**src/rtl/aescts_pkg.sv**
```systemverilog
// aescts_pkg: shared types, register indexes, S-box tables and AES round
// functions for the AES-128 CBC ciphertext-stealing engine.
// No dependencies.
package aescts_pkg;

  // Configuration register indexes
  localparam logic [2:0] REG_KEY_HIGH = 3'd0;
  localparam logic [2:0] REG_KEY_LOW  = 3'd1;
  localparam logic [2:0] REG_IV_HIGH  = 3'd2;
  localparam logic [2:0] REG_IV_LOW   = 3'd3;
  localparam logic [2:0] REG_DECRYPT  = 3'd4;

  localparam int BLOCK_BYTES = 16;
  localparam int NUM_ROUNDS  = 10;

  typedef struct packed {
    logic [63:0] in_high;
    logic [63:0] in_low;
    logic [4:0]  in_bytes;
    logic        in_last;
  } in_t;

  typedef struct packed {
    logic [63:0] out_high;
    logic [63:0] out_low;
    logic [4:0]  out_bytes;
    logic        out_last;
    logic        error;
  } out_t;

  // Control from the sequencer to the round unit
  typedef struct packed {
    logic load;
    logic step;
    logic dec;
    logic fin;
  } core_ctrl_t;

  typedef logic [7:0] sbox_t [256];

  localparam sbox_t SBOX = '{
    8'h63,8'h7c,8'h77,8'h7b,8'hf2,8'h6b,8'h6f,8'hc5,8'h30,8'h01,8'h67,8'h2b,8'hfe,8'hd7,8'hab,8'h76,
    8'hca,8'h82,8'hc9,8'h7d,8'hfa,8'h59,8'h47,8'hf0,8'had,8'hd4,8'ha2,8'haf,8'h9c,8'ha4,8'h72,8'hc0,
    8'hb7,8'hfd,8'h93,8'h26,8'h36,8'h3f,8'hf7,8'hcc,8'h34,8'ha5,8'he5,8'hf1,8'h71,8'hd8,8'h31,8'h15,
    8'h04,8'hc7,8'h23,8'hc3,8'h18,8'h96,8'h05,8'h9a,8'h07,8'h12,8'h80,8'he2,8'heb,8'h27,8'hb2,8'h75,
    8'h09,8'h83,8'h2c,8'h1a,8'h1b,8'h6e,8'h5a,8'ha0,8'h52,8'h3b,8'hd6,8'hb3,8'h29,8'he3,8'h2f,8'h84,
    8'h53,8'hd1,8'h00,8'hed,8'h20,8'hfc,8'hb1,8'h5b,8'h6a,8'hcb,8'hbe,8'h39,8'h4a,8'h4c,8'h58,8'hcf,
    8'hd0,8'hef,8'haa,8'hfb,8'h43,8'h4d,8'h33,8'h85,8'h45,8'hf9,8'h02,8'h7f,8'h50,8'h3c,8'h9f,8'ha8,
    8'h51,8'ha3,8'h40,8'h8f,8'h92,8'h9d,8'h38,8'hf5,8'hbc,8'hb6,8'hda,8'h21,8'h10,8'hff,8'hf3,8'hd2,
    8'hcd,8'h0c,8'h13,8'hec,8'h5f,8'h97,8'h44,8'h17,8'hc4,8'ha7,8'h7e,8'h3d,8'h64,8'h5d,8'h19,8'h73,
    8'h60,8'h81,8'h4f,8'hdc,8'h22,8'h2a,8'h90,8'h88,8'h46,8'hee,8'hb8,8'h14,8'hde,8'h5e,8'h0b,8'hdb,
    8'he0,8'h32,8'h3a,8'h0a,8'h49,8'h06,8'h24,8'h5c,8'hc2,8'hd3,8'hac,8'h62,8'h91,8'h95,8'he4,8'h79,
    8'he7,8'hc8,8'h37,8'h6d,8'h8d,8'hd5,8'h4e,8'ha9,8'h6c,8'h56,8'hf4,8'hea,8'h65,8'h7a,8'hae,8'h08,
    8'hba,8'h78,8'h25,8'h2e,8'h1c,8'ha6,8'hb4,8'hc6,8'he8,8'hdd,8'h74,8'h1f,8'h4b,8'hbd,8'h8b,8'h8a,
    8'h70,8'h3e,8'hb5,8'h66,8'h48,8'h03,8'hf6,8'h0e,8'h61,8'h35,8'h57,8'hb9,8'h86,8'hc1,8'h1d,8'h9e,
    8'he1,8'hf8,8'h98,8'h11,8'h69,8'hd9,8'h8e,8'h94,8'h9b,8'h1e,8'h87,8'he9,8'hce,8'h55,8'h28,8'hdf,
    8'h8c,8'ha1,8'h89,8'h0d,8'hbf,8'he6,8'h42,8'h68,8'h41,8'h99,8'h2d,8'h0f,8'hb0,8'h54,8'hbb,8'h16
  };

  // Inverse S-box, built at elaboration
  function automatic sbox_t build_inv();
    sbox_t r;
    for (int i = 0; i < 256; i++) r[SBOX[i]] = 8'(i);
    return r;
  endfunction

  localparam sbox_t INV_SBOX = build_inv();

  function automatic logic [7:0] gmul(logic [7:0] a, logic [7:0] b);
    logic [7:0] p;
    logic [7:0] x;
    logic [7:0] y;
    p = 8'h00;
    x = a;
    y = b;
    for (int i = 0; i < 8; i++) begin
      if (y[0]) p = p ^ x;
      x = {x[6:0], 1'b0} ^ (x[7] ? 8'h1b : 8'h00);
      y = {1'b0, y[7:1]};
    end
    return p;
  endfunction

  function automatic logic [7:0] rcon_of(logic [3:0] idx);
    logic [7:0] r;
    case (idx)
      4'd1:    r = 8'h01;
      4'd2:    r = 8'h02;
      4'd3:    r = 8'h04;
      4'd4:    r = 8'h08;
      4'd5:    r = 8'h10;
      4'd6:    r = 8'h20;
      4'd7:    r = 8'h40;
      4'd8:    r = 8'h80;
      4'd9:    r = 8'h1b;
      4'd10:   r = 8'h36;
      default: r = 8'h00;
    endcase
    return r;
  endfunction

  // One step of the key schedule: next round key from the previous one
  function automatic logic [127:0] key_next(logic [127:0] k, logic [7:0] rc);
    logic [31:0] w0, w1, w2, w3, t, n0, n1, n2, n3;
    w0 = k[127:96];
    w1 = k[95:64];
    w2 = k[63:32];
    w3 = k[31:0];
    t  = {SBOX[w3[23:16]] ^ rc, SBOX[w3[15:8]], SBOX[w3[7:0]], SBOX[w3[31:24]]};
    n0 = w0 ^ t;
    n1 = w1 ^ n0;
    n2 = w2 ^ n1;
    n3 = w3 ^ n2;
    return {n0, n1, n2, n3};
  endfunction

  // Encrypt round: SubBytes, ShiftRows, MixColumns unless final, AddRoundKey
  function automatic logic [127:0] enc_round(logic [127:0] s, logic [127:0] k, logic fin);
    logic [7:0] t [16];
    logic [127:0] r;
    for (int c = 0; c < 4; c++)
      for (int w = 0; w < 4; w++)
        t[c*4+w] = SBOX[s[127 - 8*(((c + w) & 3)*4 + w) -: 8]];
    for (int c = 0; c < 4; c++) begin
      if (fin) begin
        for (int j = 0; j < 4; j++) r[127 - 8*(c*4+j) -: 8] = t[c*4+j];
      end else begin
        r[127 - 8*(c*4+0) -: 8] = gmul(t[c*4], 8'd2) ^ gmul(t[c*4+1], 8'd3)
                                  ^ t[c*4+2] ^ t[c*4+3];
        r[127 - 8*(c*4+1) -: 8] = t[c*4] ^ gmul(t[c*4+1], 8'd2)
                                  ^ gmul(t[c*4+2], 8'd3) ^ t[c*4+3];
        r[127 - 8*(c*4+2) -: 8] = t[c*4] ^ t[c*4+1] ^ gmul(t[c*4+2], 8'd2)
                                  ^ gmul(t[c*4+3], 8'd3);
        r[127 - 8*(c*4+3) -: 8] = gmul(t[c*4], 8'd3) ^ t[c*4+1] ^ t[c*4+2]
                                  ^ gmul(t[c*4+3], 8'd2);
      end
    end
    return r ^ k;
  endfunction

  // Decrypt round: InvShiftRows, InvSubBytes, AddRoundKey, InvMixColumns unless final
  function automatic logic [127:0] dec_round(logic [127:0] s, logic [127:0] k, logic fin);
    logic [127:0] u;
    logic [127:0] r;
    logic [7:0] a0, a1, a2, a3;
    for (int c = 0; c < 4; c++)
      for (int w = 0; w < 4; w++)
        u[127 - 8*(((c + w) & 3)*4 + w) -: 8] = INV_SBOX[s[127 - 8*(c*4+w) -: 8]];
    u = u ^ k;
    r = u;
    if (!fin) begin
      for (int c = 0; c < 4; c++) begin
        a0 = u[127 - 8*(c*4+0) -: 8];
        a1 = u[127 - 8*(c*4+1) -: 8];
        a2 = u[127 - 8*(c*4+2) -: 8];
        a3 = u[127 - 8*(c*4+3) -: 8];
        r[127 - 8*(c*4+0) -: 8] = gmul(a0, 8'd14) ^ gmul(a1, 8'd11)
                                  ^ gmul(a2, 8'd13) ^ gmul(a3, 8'd9);
        r[127 - 8*(c*4+1) -: 8] = gmul(a0, 8'd9) ^ gmul(a1, 8'd14)
                                  ^ gmul(a2, 8'd11) ^ gmul(a3, 8'd13);
        r[127 - 8*(c*4+2) -: 8] = gmul(a0, 8'd13) ^ gmul(a1, 8'd9)
                                  ^ gmul(a2, 8'd14) ^ gmul(a3, 8'd11);
        r[127 - 8*(c*4+3) -: 8] = gmul(a0, 8'd11) ^ gmul(a1, 8'd13)
                                  ^ gmul(a2, 8'd9) ^ gmul(a3, 8'd14);
      end
    end
    return r;
  endfunction

  // Keep the leading n bytes, zero the rest
  function automatic logic [127:0] mask_bytes(logic [127:0] v, logic [4:0] n);
    logic [127:0] r;
    r = v;
    for (int i = 0; i < BLOCK_BYTES; i++)
      if (5'(i) >= n) r[127 - 8*i -: 8] = 8'h00;
    return r;
  endfunction

  // Leading n bytes from a, the rest from b
  function automatic logic [127:0] merge_bytes(logic [127:0] a, logic [127:0] b,
                                               logic [4:0] n);
    logic [127:0] r;
    for (int i = 0; i < BLOCK_BYTES; i++)
      r[127 - 8*i -: 8] = (5'(i) < n) ? a[127 - 8*i -: 8] : b[127 - 8*i -: 8];
    return r;
  endfunction

  function automatic out_t make_out(logic [127:0] v, logic [4:0] n, logic last,
                                    logic err);
    out_t o;
    o.out_high  = v[127:64];
    o.out_low   = v[63:0];
    o.out_bytes = n;
    o.out_last  = last;
    o.error     = err;
    return o;
  endfunction

endpackage

```
**src/rtl/aescts_keyexp.sv**
```systemverilog
// aescts_keyexp: iterative AES-128 key schedule, one round key per cycle,
// held in an 11-entry register file. Depends on aescts_pkg.
module aescts_keyexp (
  input  logic         clk,
  input  logic         rst,
  input  logic [127:0] key,
  input  logic         key_write,
  input  logic         start,
  input  logic [3:0]   rd_sel,
  output logic [127:0] rd_key,
  output logic         keys_ok
);

  logic [127:0] rk [11];
  logic [127:0] kcur;
  logic [3:0]   kc;
  logic         busy;
  logic [127:0] knext;

  assign knext  = aescts_pkg::key_next(kcur, aescts_pkg::rcon_of(kc));
  assign rd_key = rk[rd_sel];

  // Schedule control; a key write invalidates the stored schedule
  always_ff @(posedge clk) begin
    if (rst) begin
      busy    <= 1'b0;
      keys_ok <= 1'b0;
      kc      <= 4'd0;
    end else if (key_write) begin
      busy    <= 1'b0;
      keys_ok <= 1'b0;
    end else if (busy) begin
      kc <= kc + 4'd1;
      if (kc == 4'(aescts_pkg::NUM_ROUNDS)) begin
        busy    <= 1'b0;
        keys_ok <= 1'b1;
      end
    end else if (start && !keys_ok) begin
      busy <= 1'b1;
      kc   <= 4'd1;
    end
  end

  // Round key storage
  always_ff @(posedge clk) begin
    if (!busy && start && !keys_ok && !key_write) begin
      rk[0] <= key;
      kcur  <= key;
    end else if (busy) begin
      rk[kc] <= knext;
      kcur   <= knext;
    end
  end

endmodule

```
**config.mk**
```make
export PLATFORM = sky130hd
export DESIGN_NAME = aescts_keyexp
export DESIGN_NICKNAME = d
export VERILOG_FILES = /design/src/rtl/aescts_pkg.sv /design/src/rtl/aescts_keyexp.sv
export SDC_FILE = /design/constraint.sdc
export NUM_CORES = 2
export LEC_CHECK = 0
export BUFFER_PORTS_ARGS = -buffer_cell sky130_fd_sc_hd__buf_4
export CAP_MARGIN = 20
export CELL_PAD_IN_SITES_DETAIL_PLACEMENT = 1
export CELL_PAD_IN_SITES_GLOBAL_PLACEMENT = 2
export CORE_MARGIN = 4
export CORE_UTILIZATION = 46
export CTS_CLUSTER_SIZE = 24
export DETAILED_ROUTE_END_ITERATION = 10
export GPL_TIMING_DRIVEN = 1
export PLACE_DENSITY_LB_ADDON = 0.1
export SKIP_LAST_GASP = 1
export SLEW_MARGIN = 20
export SYNTH_ARGS = -nofsm -noshare
export SYNTH_HDL_FRONTEND = slang
export SYNTH_SLANG_ARGS = --single-unit
```
**constraint.sdc**
```tcl
create_clock -name clk -period 20.2 [get_ports clk]
set_input_delay 1.01 -clock clk [delete_from_list [all_inputs] [get_ports clk]]
set_output_delay 1.01 -clock clk [all_outputs]
set_load 0.05 [all_outputs]
```
# ---- Word level (Yosys, flattened, before mapping)
# Memories as Yosys holds them, arrays and structs flattened. A register that Yosys moved wholly into a read port is not among the register bits.
# Index checks and enable logic that the tools add are counted.
dict set report word_totals {
  ramBits 1408
  elab_cells 64
  memories 6
  in_bits 136
  reg_bits 134
  romBits 8320
}
# memory words word_bits rd rd_clocked_by_memory_dff write_ports line
set memory_table {}
lappend memory_table {{(name not given)} 256 8 1 0 0 aescts_pkg.sv:109} ;# t = {SBOX[w3[23:16]] ^ rc, SBOX[w3[15:8]], SBOX[w3[7:0]], SBOX[w3[31:24]]};
lappend memory_table {{(name not given)} 256 8 1 0 0 aescts_pkg.sv:109}
lappend memory_table {{(name not given)} 256 8 1 0 0 aescts_pkg.sv:109}
lappend memory_table {{(name not given)} 256 8 1 0 0 aescts_pkg.sv:109}
lappend memory_table {rk 11 128 1 0 1 aescts_keyexp.sv:14} ;# logic [127:0] rk [11];
lappend memory_table {{(name not given)} 16 8 1 1 0 aescts_pkg.sv:86} ;# case (idx)
dict set report op_classes {
  n_eq_ne 1
  n_lt_le_gt_ge 4
  reduce_logical 13
  add_sub_neg 1
  n_mux 25
  n_bitwise 10
}
# cell count
set ops {}
lappend ops {{128-bit 2-to-1 mux} 3}
lappend ops {{128-bit OR reduction} 1}
lappend ops {{32-bit XOR} 4}
lappend ops {{8-bit 2-to-1 mux} 8}
lappend ops {{9-bit >= comparator, second input constant} 4}
lappend ops {{8-bit inverter with 9-bit output} 4}
lappend ops {{4-bit 2-to-1 mux} 5}
lappend ops {{1-bit 2-to-1 mux} 9}
lappend ops {{8-bit XOR} 1}
lappend ops {{4-bit by 1-bit adder with 4-bit output, second input constant} 1}
lappend ops {{4-bit equality test, second input constant} 1}
lappend ops {{1-bit logical AND} 4}
lappend ops {{2-bit AND reduction} 2}
lappend ops {{2-bit nonzero test} 2}
lappend ops {{1-bit zero test} 3}
lappend ops {{2-bit OR reduction} 1}
lappend ops {{1-bit inverter} 1}

# ---- Logic depth before layout (Yosys ltp)
dict set report depth {
  ltp_word 11
  ltp_mapped 16
}

# ---- Least setup slack after synthesis
# Ideal clock, no wire load.
dict set report synth_timing {
  path_type {register to register}
  from {reg kc[0]}
  to {mem rk[0][0] (enable)}
  stages_incl_launch_ff 3
  arrival_ps 13425
  required_time_ps 19238
  setup_ps 962
  path_buffers 1
  setup_slack_ps 5813
  path_cell_list {dfxtp_1 -> clkbuf_1 -> o41ai_1}
}
dict set report synth_between {
  elab_chain_len 1
}
# item line
set synth_rtl {}
lappend synth_rtl {{from (decl)} aescts_keyexp.sv:16} ;# logic [3:0] kc;
lappend synth_rtl {{from (signal assigned)} aescts_keyexp.sv:33} ;# kc <= kc + 4'd1;
lappend synth_rtl {{4-bit 2-to-1 mux (no source line)} n/a}
lappend synth_rtl {{to (decl)} aescts_keyexp.sv:14}
# Every way passes these cells.

# ---- Final worst setup path
dict set report layout_timing {
  from {reg kcur[0]}
  to {mem rk[10][9], data pin}
}
dict set report layout_between {
  elab_chain_len 9
}
# item line
set layout_rtl {}
lappend layout_rtl {{from (decl)} aescts_keyexp.sv:15} ;# logic [127:0] kcur;
lappend layout_rtl {{from (signal assigned)} aescts_keyexp.sv:48} ;# kcur <= key;
lappend layout_rtl {{from (signal assigned)} aescts_keyexp.sv:51} ;# kcur <= knext;
lappend layout_rtl {{8-bit inverter with 9-bit output (not written as such)} aescts_pkg.sv:109}
lappend layout_rtl {{memory 256 x 8 bit} n/a}
lappend layout_rtl {{8-bit 2-to-1 mux (not written as such) (2 in a row)} aescts_pkg.sv:109}
lappend layout_rtl {{32-bit XOR} aescts_pkg.sv:110} ;# n0 = w0 ^ t;
lappend layout_rtl {{32-bit XOR} aescts_pkg.sv:111} ;# n1 = w1 ^ n0;
lappend layout_rtl {{32-bit XOR} aescts_pkg.sv:112} ;# n2 = w2 ^ n1;
lappend layout_rtl {{32-bit XOR} aescts_pkg.sv:113} ;# n3 = w3 ^ n2;
lappend layout_rtl {{128-bit 2-to-1 mux (no source line)} n/a}
# Every way passes these cells. The select of a mux whose other input is x is not followed.

==> run_results.csv <==
group,metric,value,unit
status,status,"complete, no violations",
synth,synthesis.nets,5432,
clock_network,clockBufferDepth,3,
routing,drc,0,
routing,first_pass_iters,7,
clock_network,htree_levels,4,
placed_design,gp_congestion,0.988,
synth,synth_fa_ha_area_frac,0.0108,
global_route,grt_pass1_vias,51100,
synth,ys.flop_type,"edfxtp_1",
synth,synthCells,5230,
power,pwr-share-clk,0.206,
final_layout,areaGrowthSynthToFinish,12.5,%
setup_path,cp_max_fo,30,
floorplan,boundaryPins,265,
power,p_leak,28.3,nW
final_layout,postLayoutCellArea,86100,um2
synth,synthMuxAreaShare,0.156,
power,power,14.2,mW
floorplan,die_y,416,um
power,ir_worst_vdd,0.109,mV
routing,avgViaCountPerCell,6.56,
clock_network,cts_resized,0,
synth,synth-seq-cells,1550,
setup_path,critPathKind,"reg -> reg",
setup_path,critPathArrivalTime,6.29,ns
global_route,grt_start_max_net_pins,139,
synth,synthSimpleGateAreaFrac,0.0785,
routing,ant_nets,0,
power,internal_power,8.03,mW
timing,report.final.slew_viol_count,0,
placed_design,placed_cell_area,80700,um2
placed_design,portBuffers,264,
timing,fin_crit_sh,0.289,
final_layout,fill_cells,15900,
setup_path,crit_path_end_kind,"register",
synth,synthesis.area,76500,um2
flow_run,maxCapViolations,0,
final_layout,final_common_cell,"edfxtp_1",
synth,async_flop_share,0,
floorplan,std_cell_rows,149,
placed_design,dp_cells,7390,
final_layout,final_cell_mix,"1536 x edfxtp_1, 424 x mux4_2, 406 x buf_4, 320 x nand2_1, 309 x nor2_1",
timing,rsz0062_at_grt,"no",
global_route,antenna_found_initial,26,
routing,wire_per_inst,35.1,um
power,powerDensity,165,nW/um2
setup_path,regToRegSetupSlack,14.36,ns
setup_path,critPathRequiredTime,20.65,ns
min_path,hold_depth,3,
global_route,grt_pass1_wl,386,mm
timing,hold_violations,0,
final_layout,nets,5569,
power,p_comb_frac,0.493,
clock_network,cts_tree,"yes",
clock_network,cts_made_buffers,163,
placed_design,dp_hpwl,172,mm
synth,synth_area_per_cell,14.6,um2
final_layout,drive_gt1_frac,0.246,
power,power_switching,6.18,mW
power,swShare,0.435,
floorplan,core,165000,um2
routing,wirelength,271,mm
timing,setup_viol,0,
clock_network,path_clk_slew,0.06,ns
routing,vias,50500,
timing,tns,0,ns
clock_network,clock-sinks,1550,
synth,synthXorXnorAreaFrac,0.0247,
global_route,overflow,0,
synth,synth_top_family_by_area,"multiplexers",
timing,worst_slew_pin_slew,1.22,ns
clock_network,clk_latency,0.84,ns
floorplan,die_w,416,um
timing,fin_crit,5.84,ns
timing,slew_headroom,0.176,
setup_path,r2r_cells,13,
timing,fin_worst_skew,0.0718,ns
synth,yosysUniqueCellTypes,111,
synth,synth-compound-area-share,0.0950,
global_route,track_usage,0.309,
clock_network,cts_hold_buf,0,
power,p_seq_frac,0.301,
final_layout,layout.cells.non_filler,7709,
synth,synth_edf_count,1536,
timing,fmax,171,MHz
clock_network,postCtsSetupRepairBufs,0,
min_path,hp-class,"in -> reg",
routing,drtIter0Drc,6412,
floorplan,die_area,173000,um2
clock_network,cts-root-buf,"clkbuf_16",
floorplan,start_util,0.463,
synth,yosys_warnings,0,
setup_path,setup.worst_path.start_class,"register",
synth,yosysSeqAreaShare,0.606,
-- worst paths after layout --
kind            start   endpoint
max           kcur[0]  rk[10][9]
min          key[119]  kcur[119]
max reg2reg   kcur[0]  rk[10][9]
min reg2reg   keys_ok    keys_ok
-- cells by family (layout without fill, tap and decap cells) --
logic type,after synthesis,in the layout
flip-flops,1550,1550
AND/OR/NAND/NOR,1223,1223
AO/OA/AOI/OAI,1078,1078
multiplexers,641,641
buffers and inverters,506,773
XOR/XNOR,166,166
adder cells (fa/ha/maj),66,66
other,0,23
-- registers in the layout (all words and copies together), names as in the netlist, named ones only --
name and flops:
keys_ok 1, rk 1408, kcur 128, kc 4, busy 1
-- per-layer routing --
| metal | up-vias | part of all wire | GRT usage |
|---|---|---|---|
| met4 | 2 | 0.049 | 0.145 |
| met1 | 26600 | 0.41 | 0.430 |
| met2 | 2339 | 0.47 | 0.485 |
| met3 | 435 | 0.067 | 0.0445 |
| met5 | - | 0.000048 | 0 |
| li1 | 21100 | - | - |
-- Yosys cell counts, drive strengths merged (13+ instances only) --
cell type / n / area share
a2111oi: 24 / 0.0032
o221ai: 16 / 0.0018
or2: 24 / 0.0020
o311ai: 57 / 0.0065
a31oi: 53 / 0.0044
nor2b: 89 / 0.0076
inv: 51 / 0.0025
nor3b: 26 / 0.0027
a21oi: 283 / 0.019
edfxtp: 1536 / 0.60
xnor2: 91 / 0.011
buf: 218 / 0.015
nand2: 321 / 0.016
mux2i: 48 / 0.0063
mux2: 169 / 0.025
o21a: 18 / 0.0018
a22oi: 17 / 0.0017
ha: 66 / 0.011
a21o: 13 / 0.0013
a32oi: 21 / 0.0025
nor4: 24 / 0.0021
clkbuf: 231 / 0.011
dfxtp: 14 / 0.0037
nand2b: 109 / 0.0089
or3: 21 / 0.0017
a211oi: 41 / 0.0042
xor2: 51 / 0.0063
o2111ai: 14 / 0.0018
nor2: 314 / 0.015
mux4: 424 / 0.12
o211ai: 51 / 0.0050
a211o: 14 / 0.0016
nand3: 104 / 0.0068
xnor3: 14 / 0.0041
o31ai: 19 / 0.0019
and2: 28 / 0.0023
and3: 21 / 0.0017
nor3: 80 / 0.0052
a221oi: 27 / 0.0032
a311oi: 36 / 0.0041
o22ai: 15 / 0.0012
o311a: 20 / 0.0026
nand4: 22 / 0.0018
o21ai: 242 / 0.016
-- worst max-delay path, stage by stage, from the launching register on --
cell and delay, ns:
edfxtp_1 0.32, buf_4 0.37, inv_1 0.24, ha_1 0.66
buf_4 0.26, and2_1 0.30, nor2_1 0.11, mux4_2 0.47
mux4_2 0.50, mux2i_1 0.23, xor2_1 0.15, xnor2_1 0.72
xnor3_1 0.34, a21oi_1 0.79
-- through the flow --
stage / setup slack (ns) / utilization / hold WS, ns
2_1_floorplan: 5.81 / - / 0.634
3_3_place_gp: 14.31 / 0.489 / 0.627
3_5_place_dp: 14.29 / 0.489 / 0.636
4_1_cts: 14.28 / 0.520 / 0.407
5_1_grt: 14.04 / 0.521 / 0.426
6_report: 14.36 / 0.521 / 0.467
-- layout make-up --
| class | instances | area (um2) | area share |
|---|---|---|---|
| multi-input combinational | 3174 | 28100 | 0.327 |
| inverter | 57 | 216 | 0.00251 |
| sequential | 1550 | 46400 | 0.539 |
| tap | 2189 | 2740 | 0.0318 |
| antenna | 23 | 57.6 | 0.000668 |
| clock buffer | 200 | 4220 | 0.0490 |
| timing repair buffer | 421 | 3330 | 0.0387 |
| clock inverter | 95 | 996 | 0.0116 |
-- power groups by stage --
stage	Combinational, mW	Clock [mW]	Sequential [mW]
after CTS	6.84	2.97	4.28
after global placement	6.77	0	4.34
after global routing	7.37	3.12	4.30
after floorplan	4.39	0	4.32
final	7.00	2.92	4.28
after detailed placement	6.79	0	4.34
No activity file was read; power rests on OpenSTA's default activity.
